==> src/hdl/resws_pkg.sv <==
package resws_pkg;

  localparam int MAX_SCAN_DEF = 64;
  localparam int MAX_HITS_DEF = 4096;
  localparam int QUEUE_DEPTH  = 2;

  typedef enum logic [1:0] {
    KIND_EDGE  = 2'd0,
    KIND_STATS = 2'd1,
    KIND_NONE  = 2'd2
  } kind_t;

  typedef enum logic [2:0] {
    REG_FLOOR  = 3'd0,
    REG_RATIO  = 3'd1,
    REG_SCAN   = 3'd2,
    REG_STEPX  = 3'd3,
    REG_STEPY  = 3'd4,
    REG_WIDTH  = 3'd5,
    REG_HEIGHT = 3'd6
  } reg_idx_t;

  typedef struct packed {
    logic [15:0]       floor_level;
    logic [15:0]       ratio_factor;
    logic [6:0]        scan_length;
    logic signed [1:0] step_x;
    logic signed [1:0] step_y;
    logic [12:0]       image_width;
    logic [12:0]       image_height;
  } cfg_t;

  typedef struct packed {
    logic        ray_begin;
    logic [11:0] start_col;
    logic [11:0] start_row;
    logic [15:0] mag_sample;
    logic        set_end;
  } in_t;

  typedef struct packed {
    kind_t       result_kind;
    logic [11:0] edge_col;
    logic [11:0] edge_row;
    logic [15:0] mag_mean;
    logic [15:0] mag_dev;
    logic [15:0] ratio_mean;
    logic [15:0] ratio_dev;
    logic [12:0] hit_total;
    logic        last_result;
  } out_t;

  typedef struct packed {
    logic        edge_hit;
    logic        set_end;
    logic [11:0] col;
    logic [11:0] row;
    logic [15:0] mag;
  } job_t;

  typedef enum logic {
    F_IDLE,
    F_EVAL
  } front_state_t;

  typedef enum logic [3:0] {
    B_IDLE,
    B_RDIV,
    B_RWAIT,
    B_ACC,
    B_EOUT,
    B_SET,
    B_MDIV,
    B_MWAIT,
    B_P0,
    B_P1,
    B_SQ,
    B_SQRT,
    B_DDIV,
    B_DWAIT,
    B_SOUT,
    B_NOUT
  } back_state_t;

endpackage

==> src/hdl/resws_fifo.sv <==
module resws_fifo #(
  parameter int WIDTH = 8,
  parameter int DEPTH = resws_pkg::QUEUE_DEPTH
) (
  input  logic             clk,
  input  logic             rst_n,
  input  logic             push,
  input  logic [WIDTH-1:0] wdata,
  input  logic             pop,
  output logic [WIDTH-1:0] rdata,
  output logic             full,
  output logic             empty
);

  localparam int PW = (DEPTH > 1) ? $clog2(DEPTH) : 1;
  localparam int CW = $clog2(DEPTH + 1);

  logic [WIDTH-1:0] mem_r [DEPTH];
  logic [PW-1:0]    wr_ptr_r, wr_ptr_nxt;
  logic [PW-1:0]    rd_ptr_r, rd_ptr_nxt;
  logic [CW-1:0]    cnt_r, cnt_nxt;

  assign full  = (cnt_r == CW'(DEPTH));
  assign empty = (cnt_r == '0);
  assign rdata = mem_r[rd_ptr_r];

  always_comb begin
    wr_ptr_nxt = wr_ptr_r;
    rd_ptr_nxt = rd_ptr_r;
    cnt_nxt    = cnt_r;
    if (push) begin
      wr_ptr_nxt = (wr_ptr_r == PW'(DEPTH - 1)) ? '0 : wr_ptr_r + 1'b1;
    end
    if (pop) begin
      rd_ptr_nxt = (rd_ptr_r == PW'(DEPTH - 1)) ? '0 : rd_ptr_r + 1'b1;
    end
    if (push && !pop) begin
      cnt_nxt = cnt_r + 1'b1;
    end else if (pop && !push) begin
      cnt_nxt = cnt_r - 1'b1;
    end
  end

  always_ff @(posedge clk) begin
    if (!rst_n) begin
      wr_ptr_r <= '0;
      rd_ptr_r <= '0;
      cnt_r    <= '0;
    end else begin
      wr_ptr_r <= wr_ptr_nxt;
      rd_ptr_r <= rd_ptr_nxt;
      cnt_r    <= cnt_nxt;
    end
  end

  always_ff @(posedge clk) begin
    if (push) begin
      mem_r[wr_ptr_r] <= wdata;
    end
  end

endmodule

==> config.mk <==
export PLATFORM = sky130hd
export DESIGN_NAME = resws_fifo
export DESIGN_NICKNAME = d
export VERILOG_FILES = /design/src/hdl/resws_pkg.sv /design/src/hdl/resws_fifo.sv
export SDC_FILE = /design/constraint.sdc
export NUM_CORES = 1
export LEC_CHECK = 0
export BUFFER_PORTS_ARGS = -buffer_cell sky130_fd_sc_hd__clkbuf_2
export CORE_MARGIN = 3
export CORE_UTILIZATION = 30
export CTS_BUF_LIST = sky130_fd_sc_hd__clkbuf_2
export CTS_CLUSTER_SIZE = 8
export DETAILED_ROUTE_END_ITERATION = 8
export PLACE_DENSITY = 0.49
export REMOVE_ABC_BUFFERS = 1
export SETUP_SLACK_MARGIN = 0.3
export SLEW_MARGIN = 0
export SYNTH_ARGS = -nofsm -noshare
export SYNTH_HDL_FRONTEND = slang
export SYNTH_SLANG_ARGS = --single-unit
==> constraint.sdc <==
create_clock -name clk -period 2.2 [get_ports clk]
set_clock_uncertainty 0.2 [all_clocks]
set_input_delay 0.22 -clock clk [delete_from_list [all_inputs] [get_ports clk]]
set_output_delay 0.22 -clock clk [all_outputs]
set_load 0.005 [all_outputs]
-- Word level (Yosys, flattened, before mapping)
Memory sizes are Yosys's and may differ from the RTL's. A register that Yosys moved wholly into a read port is not among the register bits.
Cells that the tools add are included.
- $add $sub $neg: 4
- eq/ne operators: 1
- muxes and demuxes: 8
- reduce and logical (&&, ||, !) cells: 6
- operator list (kind ; number):
    2-to-1 mux 1 bit ; 6
    2-to-1 mux 2 bit ; 2
    adder 1 bit (second input constant) ; 2
    adder 2 x 1 -> 2 bit (second input constant) ; 1
    == test 2 bit (second input constant) ; 1
    logical AND 1 bit ; 2
    logical NOT 1 bit ; 2
    logical NOT 2 bit ; 1
    nonzero test 2 bit ; 1
    subtractor 2 x 1 -> 2 bit (second input constant) ; 1
- flip-flop bits (word level): 4
- bits in writable memories: 16
- input port bits: 12
- output and inout port bits: 10
- logic and storage cells: 23
- memories kept: 1
- memories (memory ; words ; bits a word ; read ports ; clocked after Yosys merged registers in ; write ports ; line ; text):
    mem_r ; 2 ; 8 ; 1 ; 1 ; 1 ; resws_fifo.sv:18 ; logic [WIDTH-1:0] mem_r [DEPTH];

-- Logic depth before layout (Yosys ltp)
- depth in word-level cells: 4
- gate-level depth with buffers: 5
- mapped depth without buffers: 5

-- Least setup slack after synthesis
OpenSTA, ideal clock, no wires.
- kind: register -> register
- start: register wr_ptr_r
- end: memory mem_r[0][0], enable pin
- setup time: 0.375 ns
- data arrival time: 0.730 ns
- required time: 1.625 ns
- path slack: 0.896 ns
- cell stages (with the launch flop): 2
- buffers on the path: 0
- period minus slack after synthesis: 1.304 ns
- cells stage by stage: dfxtp_1 > nor2b_1
- RTL lines (what ; line ; text):
    start: declaration ; resws_fifo.sv:19 ; logic [PW-1:0] wr_ptr_r, wr_ptr_nxt;
    start signal: assignment ; resws_fifo.sv:50 ; wr_ptr_r <= wr_ptr_nxt;
    end: declaration ; resws_fifo.sv:18 ;
Straight into the memory's write port.

==> reports/qor.txt <==
Power per Cell Area: 691 nW/um^2
P_sw: 0.163 mW
die area: 3300 sq um
number of global-route vias before repair: 450
Die X: 57.5 microns
CP Max Fanout: 8
worst hold path class: input port to flop
FMAX: 595 MHz
layout cells sized above 1: 43.9%
total core area: 2500 sq um
H-tree Lvls: 1
top-count cell post-synth: edfxtp_1
Max Slew Vio Count: 0
Initial Util: 31.8%
clk slew on worst S/H paths: 0.17 ns
Seq pwr share: 64.1%
hold depth: 3
number of placed I/O pins: 22
# DRC: 0
crit path capture type: output port
minimum clock period after layout: 1.68 ns
final hold vios: 0
Worst setup SP type: flop
fin crit share: 76.4%
reg2reg path depth: 2
Post-synth ARST share: 0%
final setup violation count: 0
switching portion of total power: 22.3%
crit path kind: flop to output port
Worst VDD drop: 0.504 mV
Seq cells post-synth: 21
Syn-to-layout area delta: 33.5%
Longest Clk Path Bufs: 2
vias per cell: 4.18
count of TritonRoute iterations in the first routing pass: 2
number of max-cap violations: 0
number of buffers created by CTS: 3
Worst-Skew Late Latency: 0.30 ns
outcome: finished clean
Distinct cells, synth: 16
leading area contributor after synthesis: edfxtp_1
final RePlAce weighted congestion: 0.613
EDFF count, synth: 16
initial antenna violation count: 0
sequential element share of the synthesized area: 73.1%
FILL cells: 250
clock power share: 21.4%
Overflow after GRT: 0
Total GRT Usage: 8.38%
yosys warns: 0
global-route wire length before repair: 1950 microns
via count: 468
Post-DP Area: 940 sq um
setup tns final: 0 ns
Total Power: 0.733 mW
num rows: 18
Die Y: 57.5 microns
design area: 1060 sq um
Least-Margin Pin Slew: 0.383 ns
Yosys top cell area share: 60.5%
Synth Area per Inst: 16.9 sq um
unrepaired setup endpoints after global routing: no
crit path DAT: 1.26 ns
cell-internal power: 0.569 mW
ANT nets after route: 0
mapped cell area: 795 sq um
largest net degree at the start of global routing: 12
max_slew headroom: 74.5%
# diodes: 0
Cells after Synth: 47
CTS Sinks: 21
Synth area leaders: edfxtp_1 60%, dfxtp_1 13%, mux2_2 11%
DRT Wirelength: 1250 microns
Lkg Pwr: 0.430 nW
nets: 96
Synth Flop Type: edfxtp_1
initial DRC count: 5
worst endpoint required time: 1.78 ns
Root Buffer: clkbuf_2
Gate power share: 14.5%
top cells by count, synth: 16 x edfxtp_1, 8 x mux2_2, 5 x dfxtp_1
wire length per cell: 11.2 microns
clock tree from TritonCTS: built
Buffers on Ports: 21
HPWL Detailed: 898 microns
[worst max-delay path: stages (launching register included)]
cell,delay (ns)
dfxtp_2,0.47
mux2_2,0.37
clkbuf_2,0.11
[placed cells by master (no fill, tap or decap), types with 2 or more instances in the layout]
cell type	n
clkbuf_2	25
edfxtp_1	16
dlygate4sd3_1	10
mux2_2	8
and2_1	4
dfxtp_1	4
xor2_1	2
nor2b_1	2
[layer usage]
| layer | track usage [%] | part of all wire, % | vias up |
|---|---|---|---|
| met5 | 0 | 0 | - |
| met4 | 3.97 | 1.8 | 0 |
| met3 | 4.75 | 7.0 | 5 |
| met2 | 13.1 | 51 | 13 |
| met1 | 9.18 | 40 | 210 |
| li1 | - | - | 240 |
[sequential cells by signal (all words and copies together), names as in the netlist, named ones only]
| name | cells |
|---|---|
| rd_ptr_r | 1 |
| wr_ptr_r | 1 |
| cnt_r | 2 |
| mem_r | 16 |
[repair_timing]
| item | in CTS | in global routing |
|---|---|---|
| endpoints found under the setup margin | 0 | 7 |
| hold endpoints to repair | 21 | 1 |
| setup buffers | 0 | 0 |
| gates resized for setup | 0 | 1 |
| hold buffers | 9 | 1 |
[power by group through the flow]
| stage | Sequential, mW | Combinational (mW) | Clock, mW |
|---|---|---|---|
| global placement | 0.479 | 0.0946 | 0 |
| floorplan | 0.474 | 0.0535 | 0 |
| CTS | 0.470 | 0.108 | 0.164 |
| global route | 0.473 | 0.120 | 0.185 |
| finish | 0.470 | 0.107 | 0.157 |
| detailed placement | 0.479 | 0.0950 | 0 |
[per-stage QoR]
step                      hold slack, ns  setup WS (ns)  utilization [%]  std cells
after floorplan                    0.119          0.896                -         46
after global placement             0.212          0.755             37.6         98
after detailed placement           0.218          0.745             37.6         98
after CTS                         0.0188          0.356             42.0        111
after global routing              0.0181          0.417             42.4        112
final                             0.0490          0.519             42.4        112
[layout make-up]
| cell class | count | area, sq um | share of cell area, % |
|---|---|---|---|
| Timing Repair Buffer | 32 | 213 | 20.0 |
| Tap cell | 30 | 37.5 | 3.54 |
| Inverter | 1 | 3.75 | 0.354 |
| Multi-Input combinational cell | 24 | 205 | 19.3 |
| Sequential cell | 21 | 582 | 54.8 |
| Clock buffer | 4 | 20.0 | 1.89 |
[cell families after synthesis]
logic type | after synthesis | share of synthesized area (%)
fa+ha+maj | 1 | 1.57
xor+xnor | 3 | 3.31
mux | 8 | 11.3
compound gates | 3 | 2.52
buf+inv | 2 | 1.10
flops | 21 | 73.1
simple gates | 9 | 7.09
[path summary, 6_finish.rpt]
kind / start / endpoint / slack [ns]
hold reg to reg: cnt_r[1] / cnt_r[1] / 0.31
setup reg to reg: wr_ptr_r / mem_r[0][3] / 0.89
setup / recovery: flop / rdata[4] / 0.52
hold / removal: push / wr_ptr_r / 0.05
Note: power is estimated with default switching activity, not from simulation.
