===== config.mk =====
export PLATFORM = sky130hd
export DESIGN_NAME = resws_front
export DESIGN_NICKNAME = d
export VERILOG_FILES = /design/src/hdl/resws_pkg.sv /design/src/hdl/resws_front.sv
export SDC_FILE = /design/constraint.sdc
export NUM_CORES = 2
export LEC_CHECK = 0
export ABC_AREA = 1
export BUFFER_PORTS_ARGS = -buffer_cell sky130_fd_sc_hd__buf_2
export CAP_MARGIN = 40
export CORE_ASPECT_RATIO = 0.6
export CORE_MARGIN = 3
export CORE_UTILIZATION = 60
export DETAILED_ROUTE_END_ITERATION = 8
export GPL_TIMING_DRIVEN = 0
export PLACE_DENSITY = 0.9
export SLEW_MARGIN = 20
export SYNTH_ARGS = -nofsm -noshare
export SYNTH_HDL_FRONTEND = slang
export SYNTH_SLANG_ARGS = --single-unit

===== constraint.sdc =====
create_clock -name clk -period 12.3 [get_ports clk]
set_input_delay 1.845 -clock clk [delete_from_list [all_inputs] [get_ports clk]]
set_output_delay 1.845 -clock clk [all_outputs]
set_load 0.02 [all_outputs]

===== src/hdl/resws_pkg.sv =====
package resws_pkg;

  localparam int MAX_SCAN_DEF = 64;
  localparam int MAX_HITS_DEF = 4096;
  localparam int QUEUE_DEPTH  = 2;

  typedef enum logic [1:0] {
    KIND_EDGE  = 2'd0,
    KIND_STATS = 2'd1,
    KIND_NONE  = 2'd2
  } kind_t;

  typedef enum logic [2:0] {
    REG_FLOOR  = 3'd0,
    REG_RATIO  = 3'd1,
    REG_SCAN   = 3'd2,
    REG_STEPX  = 3'd3,
    REG_STEPY  = 3'd4,
    REG_WIDTH  = 3'd5,
    REG_HEIGHT = 3'd6
  } reg_idx_t;

  typedef struct packed {
    logic [15:0]       floor_level;
    logic [15:0]       ratio_factor;
    logic [6:0]        scan_length;
    logic signed [1:0] step_x;
    logic signed [1:0] step_y;
    logic [12:0]       image_width;
    logic [12:0]       image_height;
  } cfg_t;

  typedef struct packed {
    logic        ray_begin;
    logic [11:0] start_col;
    logic [11:0] start_row;
    logic [15:0] mag_sample;
    logic        set_end;
  } in_t;

  typedef struct packed {
    kind_t       result_kind;
    logic [11:0] edge_col;
    logic [11:0] edge_row;
    logic [15:0] mag_mean;
    logic [15:0] mag_dev;
    logic [15:0] ratio_mean;
    logic [15:0] ratio_dev;
    logic [12:0] hit_total;
    logic        last_result;
  } out_t;

  typedef struct packed {
    logic        edge_hit;
    logic        set_end;
    logic [11:0] col;
    logic [11:0] row;
    logic [15:0] mag;
  } job_t;

  typedef enum logic {
    F_IDLE,
    F_EVAL
  } front_state_t;

  typedef enum logic [3:0] {
    B_IDLE,
    B_RDIV,
    B_RWAIT,
    B_ACC,
    B_EOUT,
    B_SET,
    B_MDIV,
    B_MWAIT,
    B_P0,
    B_P1,
    B_SQ,
    B_SQRT,
    B_DDIV,
    B_DWAIT,
    B_SOUT,
    B_NOUT
  } back_state_t;

endpackage


===== src/hdl/resws_front.sv =====
module resws_front #(
  parameter int MAX_SCAN = resws_pkg::MAX_SCAN_DEF,
  localparam int SCAN_W = $clog2(MAX_SCAN + 1),
  localparam int SUM_W  = 16 + SCAN_W,
  localparam int NUM_W  = 32 + SCAN_W
) (
  input  logic              clk,
  input  logic              rst_n,
  input  resws_pkg::cfg_t   cfg,
  input  logic              in_valid,
  output logic              in_stall,
  input  resws_pkg::in_t    in_data,
  output logic              push,
  output resws_pkg::job_t   job,
  output logic [NUM_W-1:0]  job_num,
  output logic [SUM_W-1:0]  job_sum,
  input  logic              fifo_full
);

  resws_pkg::front_state_t state_r, state_nxt;
  resws_pkg::in_t          item_r;
  logic signed [13:0]      col_r, col_nxt;
  logic signed [13:0]      row_r, row_nxt;
  logic [SUM_W-1:0]        sum_r, sum_nxt;
  logic [SCAN_W-1:0]       cnt_r, cnt_nxt;
  logic [SCAN_W-1:0]       pos_r, pos_nxt;
  logic                    closed_r, closed_nxt;

  logic [SCAN_W-1:0]       eff_len;
  logic                    edge_hit;
  logic                    want_push;
  logic                    advance;
  logic [NUM_W-1:0]        num;
  logic [NUM_W-1:0]        rhs;
  logic [SUM_W-1:0]        base_sum;
  logic [15+SCAN_W:0]      mag_cnt;
  logic signed [13:0]      ecol;
  logic signed [13:0]      erow;

  assign eff_len = (32'(cfg.scan_length) > 32'(MAX_SCAN)) ? SCAN_W'(MAX_SCAN)
                                                          : SCAN_W'(cfg.scan_length);

  always_comb begin
    col_nxt    = col_r;
    row_nxt    = row_r;
    sum_nxt    = sum_r;
    cnt_nxt    = cnt_r;
    pos_nxt    = pos_r;
    closed_nxt = closed_r;
    edge_hit   = 1'b0;
    if (item_r.ray_begin) begin
      col_nxt    = 14'(item_r.start_col);
      row_nxt    = 14'(item_r.start_row);
      sum_nxt    = '0;
      cnt_nxt    = '0;
      pos_nxt    = '0;
      closed_nxt = 1'b0;
    end
    if (!closed_nxt && pos_nxt >= eff_len) begin
      closed_nxt = 1'b1;
    end
    if (!closed_nxt && (col_nxt[13] || row_nxt[13] ||
        $unsigned(col_nxt) >= {1'b0, cfg.image_width} ||
        $unsigned(row_nxt) >= {1'b0, cfg.image_height})) begin
      closed_nxt = 1'b1;
    end
    ecol     = col_nxt;
    erow     = row_nxt;
    base_sum = sum_nxt;
    mag_cnt  = (16 + SCAN_W)'(item_r.mag_sample) * (16 + SCAN_W)'(cnt_nxt);
    num      = NUM_W'({mag_cnt, 12'h000});
    rhs      = NUM_W'(cfg.ratio_factor) * NUM_W'(sum_nxt);
    if (!closed_nxt) begin
      if (cnt_nxt != '0 && item_r.mag_sample > cfg.floor_level && num >= rhs) begin
        edge_hit   = 1'b1;
        closed_nxt = 1'b1;
      end else begin
        sum_nxt = sum_nxt + SUM_W'(item_r.mag_sample);
        cnt_nxt = cnt_nxt + 1'b1;
        col_nxt = col_nxt + 14'(cfg.step_x);
        row_nxt = row_nxt + 14'(cfg.step_y);
        pos_nxt = pos_nxt + 1'b1;
        if (pos_nxt >= eff_len) begin
          closed_nxt = 1'b1;
        end
      end
    end
    if (item_r.set_end) begin
      closed_nxt = 1'b1;
    end
  end

  assign want_push = edge_hit || item_r.set_end;
  assign advance   = (state_r == resws_pkg::F_EVAL) && !(want_push && fifo_full);
  assign push      = (state_r == resws_pkg::F_EVAL) && want_push && !fifo_full;
  assign in_stall  = (state_r != resws_pkg::F_IDLE);

  always_comb begin
    job.edge_hit = edge_hit;
    job.set_end  = item_r.set_end;
    job.col      = ecol[11:0];
    job.row      = erow[11:0];
    job.mag      = item_r.mag_sample;
    job_num      = num;
    job_sum      = base_sum;
  end

  always_comb begin
    state_nxt = state_r;
    unique case (state_r)
      resws_pkg::F_IDLE: begin
        if (in_valid) begin
          state_nxt = resws_pkg::F_EVAL;
        end
      end
      resws_pkg::F_EVAL: begin
        if (advance) begin
          state_nxt = resws_pkg::F_IDLE;
        end
      end
      default: state_nxt = resws_pkg::F_IDLE;
    endcase
  end

  always_ff @(posedge clk) begin
    if (!rst_n) begin
      state_r  <= resws_pkg::F_IDLE;
      col_r    <= '0;
      row_r    <= '0;
      sum_r    <= '0;
      cnt_r    <= '0;
      pos_r    <= '0;
      closed_r <= 1'b1;
    end else begin
      state_r <= state_nxt;
      if (advance) begin
        col_r    <= col_nxt;
        row_r    <= row_nxt;
        sum_r    <= sum_nxt;
        cnt_r    <= cnt_nxt;
        pos_r    <= pos_nxt;
        closed_r <= closed_nxt;
      end
    end
  end

  always_ff @(posedge clk) begin
    if (state_r == resws_pkg::F_IDLE && in_valid) begin
      item_r <= in_data;
    end
  end

endmodule


Word-level counts from Yosys, hierarchy flattened
Index checks and enable logic that the tools add are counted.
{"block": "op_classes", "n_addsub": 5, "n_mul": 2, "n_lt_le_gt_ge": 7, "n_mux": 28, "n_bitwise": 1, "reduce_logical": 18}
{"op": "$mux W14", "count": 6}
{"op": "$mux W23", "count": 3}
{"op": "$mux W7", "count": 7}
{"op": "$ge A35 B39 Y1", "count": 1}
{"op": "$mul A16 B23 Y39", "count": 1}
{"op": "$add A14 B2 Y14", "count": 2}
{"op": "$ge A14 B13 Y1", "count": 2}
{"op": "$add A23 B16 Y23", "count": 1}
{"op": "$mul A16 B7 Y23", "count": 1}
{"op": "$gt A16 B16 Y1", "count": 1}
{"op": "$add A7 B1 Y7 const B", "count": 2}
{"op": "$ge A7 B7 Y1", "count": 2}
{"op": "$mux W1", "count": 11}
{"op": "$logic_and A1 B1 Y1", "count": 9}
{"op": "$gt A7 B7 Y1 const B", "count": 1}
{"op": "$reduce_bool A7 Y1", "count": 1}
{"op": "$logic_not A1 Y1", "count": 4}
{"op": "$logic_or A1 B1 Y1", "count": 4}
{"op": "$pmux W1 S2", "count": 1}
{"op": "$not A1 Y1", "count": 1}
{"block": "word_totals", "register_bits": 109, "input_bits": 115, "out_inout_bits": 106, "word_cells": 73}

Logic depth before layout (Yosys ltp)
{"block": "depth", "ltp_word": 15, "depth_mapped": 47, "ltp_nobuf": 43}

Worst setup path before layout
No wires, ideal clock.
{"block": "synth_timing", "kind": "input to output", "from": "input cfg[38] (netlist bit)", "to": "output push", "t_arrival_ns": 8.463, "required_time_ns": 10.455, "path_slack_ns": 1.992, "stages": 37, "path_buffers": 2, "path_cell_list": "buf_1 -> clkbuf_1 -> nand2_1 -> fa_1 -> inv_1 -> fa_1 -> inv_1 -> fa_1 -> inv_1 -> fa_1 -> fa_1 -> inv_1 -> fa_1 -> inv_1 -> ha_1 -> nand2_1 -> inv_1 -> nand2_1 -> nand3_1 -> a21oi_1 -> nand2_2 -> a31oi_1 -> inv_1 -> a21oi_1 -> xor2_1 -> ha_1 -> nor3b_1 -> nand3_1 -> nor2_1 -> nand3_1 -> nor3_1 -> nand3_1 -> nand2_1 -> nand4_2 -> nand2_2 -> nand2_1 -> nor2_1"}
{"block": "synth_via", "elab_chain_len": 8}
{"element": "from (decl)", "line": "resws_front.sv:9", "source": "input resws_pkg::cfg_t cfg,"}
{"element": "$mul A16 B23 Y39", "line": "resws_front.sv:72", "source": "rhs = NUM_W'(cfg.ratio_factor) * NUM_W'(sum_nxt);"}
{"element": "$ge A35 B39 Y1", "line": "resws_front.sv:74", "source": "if (cnt_nxt != '0 && item_r.mag_sample > cfg.floor_level && num >= rhs) begin"}
{"element": "$logic_and A1 B1 Y1", "line": "resws_front.sv:74"}
{"element": "$mux W1", "line": "resws_front.sv:74"}
{"element": "$mux W1", "line": "resws_front.sv:73", "source": "if (!closed_nxt) begin"}
{"element": "$logic_or A1 B1 Y1", "line": "resws_front.sv:93", "source": "assign want_push = edge_hit || item_r.set_end;"}
{"element": "$logic_and A1 B1 Y1 (2 in series)", "line": "resws_front.sv:95", "source": "assign push = (state_r == resws_pkg::F_EVAL) && want_push && !fifo_full;"}
{"element": "to (decl)", "line": "resws_front.sv:13", "source": "output logic push,"}
Every way passes these cells.

Worst setup path in the final report
{"block": "layout_timing", "from": "register item_r[41] (netlist bit)", "to": "output push"}
{"block": "layout_via", "elab_chain_len": 11, "word_cells_on_any_way": 29, "cone_classes": "mul: 2; order compare: 4; mux: 10; reduce/logical: 13"}
{"element": "from (decl)", "line": "resws_front.sv:21", "source": "resws_pkg::in_t item_r;"}
{"element": "from (signal assigned)", "line": "resws_front.sv:149", "source": "item_r <= in_data;"}
{"element": "parallel branches: the longest is 7 deep, another holds $mul A16 B23 Y39"}
{"element": "$mux W1 (*)", "line": "resws_front.sv:73"}
{"element": "$logic_or A1 B1 Y1 (*)", "line": "resws_front.sv:93"}
{"element": "$logic_and A1 B1 Y1 (*) (2 in series)", "line": "resws_front.sv:95"}
Mark *: on every way between the ends.

==> summary.txt <==
Synthesis
  – Ranking of synthesized cells by area: fa_1 30%, ha_1 14%, nand2_1 12%
  – Post-synth EDFFs: 42
  – Yosys top cell by area: fa_1
  – Distinct cells, synth: 50
  – Syn. warnings: 0
  – Average size of a mapped cell: 7.460 sq um
  – Top_reg_cell synth: dfxtp_1
  – Fraction of registers with async set/reset: 0%
  – Post-synthesis sequential area ratio: 10.72%
  – Cell area after synthesis: about 24000 sq um
  – Top cells by count, synth: 782 x nand2_1, 607 x inv_1, 417 x nor2_1
  – Most frequent cell after synthesis: nand2_1
  – Post-synth top area share: between 30% and 40%
  – Yosys reg bits: 109
  – Post-Synthesis Cells: 3255

Drt
  – Via count: approximately 23000
  – Routed WL: 79910 microns
  – First-pass detailed-route iteration total: 7
  – Routed WL per cell: 19.87 microns
  – DRT antenna net count: 0
  – DRC Markers: 0
  – Vias per std cell: 5.753
  – Initial DRC Count: 3306

Pwr
  – Pwr/cell area: just under 80 nW/um^2
  – Worst vdd ir: around 67 uV
  – Total design power: 2.096 mW
  – P_leak: 14.30 nW

Setup path
  – Critical path startpoint: item_r[41]
  – Element type at the critical path start: flip-flop
  – Most frequent cell on the critical path: fa_1
  – Worst reg-to-reg setup slack: 1540 ps
  – CP arrival: around 10000 ps
  – Slowest-stage cell, CP: fa_1
  – Worst Setup End Kind: primary output
  – Critical Path RT: 10450 ps
  – Crit path max fanout: 10
  – Worst r2r src: item_r[41]
  – Reg-to-Reg End: cnt_r[0]
  – Setup crit end: push
  – Slowest stage delay, CP: approximately 600 ps
  – Reg2Reg Depth: 38
  – Crit path kind: reg2out

GRT
  – Largest net degree at the start of global routing: 28
  – GRT Residual Overflow: 0
  – Gr usage total: 37.30%
  – Vias in the first global route: roughly 22000
  – Global-route wire length before repair: 123300 microns
  – Number of antenna violations at the first check in global routing: 2

Layout
  – Post-layout instance area: 26480 sq um
  – Fill count: 3221
  – Nets@finish: 4249
  – Final Util: between 60% and 70%
  – Non-filler cells, final: around 4000
  – Ratio of cells with drive above 1 in the final layout: 9.860%
  – Area grow syn2layout: 9.038%

Floorplanning
  – I/O pin count: around 220
  – Initial Utilization: 61.44%
  – Die Footprint: around 43000 sq um
  – Overall die height: 161.8 microns
  – Die X: 265.7 microns
  – Core Area: 39520 sq um
  – Rows: 56

Clocking
  – Cell chosen for the clock root: clkbuf_16
  – Clock Tree Buf Depth: 2
  – Clock transition at path regs: roughly 70 ps
  – CTS sink cnt: 109
  – H-tree Lvls: 3
  – CTS tree: built
  – Worst-skew pair later-pin latency: around 380 ps
  – Num CTS Buffers: 9

Status
  – Status: finished, final reports clean

STA
  – Post-layout min period: 12060 ps
  – Fmax: 0.08290 GHz
  – Tcrit/Tclk final: 98.07%
  – Final hold vios: 0
  – Slew Limit Fails: 0
  – Worst Skew: 9.415 ps
  – Setup ws final: 237.5 ps
  – Relative slew margins: about two fifths
  – Tightest Pin Transition: 877.4 ps
  – Endpoints failing setup: 0

Placed design
  – Place WS: 475.5 ps
  – DP Cell Count: about 4000
  – IO buf count: roughly 200
  – RePlAce Congestion: between 1 and 1.5
  – Placed inst area: 26080 sq um
  – Dpl hpwl: approximately 66000 microns

Worst hold path
  – Worst hold-check path type: reg2reg
  – Worst Hold Depth: 2

Run
  – Max cap viols: 0
## logic make-up after synthesis
group	Yosys count	synth area share, %
xor gates and xnor gates	96	3.463
DFF	109	10.72
AOI/OAI and AO/OA	321	7.106
buffers and inverters	750	12.56
and+or+nand+nor	1338	21.90
other	1	0.01544
adders and majority gates	640	44.23
## power by group
group	switching [mW]	total, mW	internal, mW
clock	0.144	0.280	0.137
combinational	0.903	1.38	0.481
sequential	0.0269	0.432	0.405
total	1.07	2.10	1.02
## layer usage
metal | GRT usage, % | wire length, microns
met1 | 52.20 | 30960
met2 | 51.04 | 31030
met3 | 19.64 | 15840
met4 | 8.263 | 2030
met5 | 0 | 43
## stage by stage
step | hold WS (ps) | TNS [ps]
global route | 508.0 | -0.4299
global placement | 457.3 | 0
CTS | 485.2 | 0
finish | 488.0 | 0
floorplan | 442.3 | 0
detailed placement | 464.6 | 0
## how the worst min path moves through the flow
stage | startpoint | slack, ps | endpoint
6_report | col_r[7] | 490 | col_r[7]
5_1_grt | row_r[11] | 510 | row_r[11]
4_1_cts | closed_r | 490 | closed_r
3_5_place_dp | closed_r | 460 | closed_r
3_3_place_gp | closed_r | 460 | closed_r
2_1_floorplan | closed_r | 440 | closed_r
## layout make-up
type / count / area [sq um] / area share, %
clock inverter: 5 / 26.28 / 0.09924
clock buffer: 11 / 232.7 / 0.8790
tap: 522 / 653.1 / 2.467
multi-input combinational: 2411 / 18740 / 70.77
buffer: 135 / 752.0 / 2.840
sequential: 109 / 2603 / 9.830
antenna: 1 / 2.502 / 0.009452
inverter: 615 / 2311 / 8.729
timing repair buffer: 213 / 1159 / 4.376
## state kept, by name, summed over array words and instances (netlist names)
signal / flops
item_r: 25
sum_r: 23
job: 17
col_r: 14
row_r: 14
cnt_r: 7
pos_r: 7
closed_r: 1
in_stall: 1
## what timing repair did
item / CTS / global route
buffers inserted: 0 / 0
cloned: 0 / 0
pin swaps: 0 / 0
hold buffers: 0 / 0
resized for setup: 1 / 33
endpoints found under the setup margin: 2 / 2
## cells in the final DEF (no fill, tap or decap), drive strengths merged, types with 3 or more instances in the layout
master  instances
nand2         789
inv           613
nor2          422
fa            364
buf           283
ha            276
a21oi         148
o21ai         127
clkbuf         76
dfxtp          67
nand3          62
xor2           57
edfxtp         42
xnor2          39
nand4          18
or2            17
conb           16
nor3           15
o21bai         11
clkinv          7
a31oi           6
a21o            5
nor4            5
o211ai          5
a21boi          5
nand3b          4
o31ai           4
o21a            4
and3            3
## critical path, delay by kind of cell, from the launching register on
| kind | cells | cell delay (ps) |
|---|---|---|
| compound gates | 3 | 740 |
| xor+xnor | 1 | 210 |
| fa+ha+maj | 8 | 3960 |
| simple gates | 16 | 2590 |
| flops | 1 | 490 |
| buf+inv | 8 | 1840 |
Note: power is estimated with default switching activity, not from simulation.
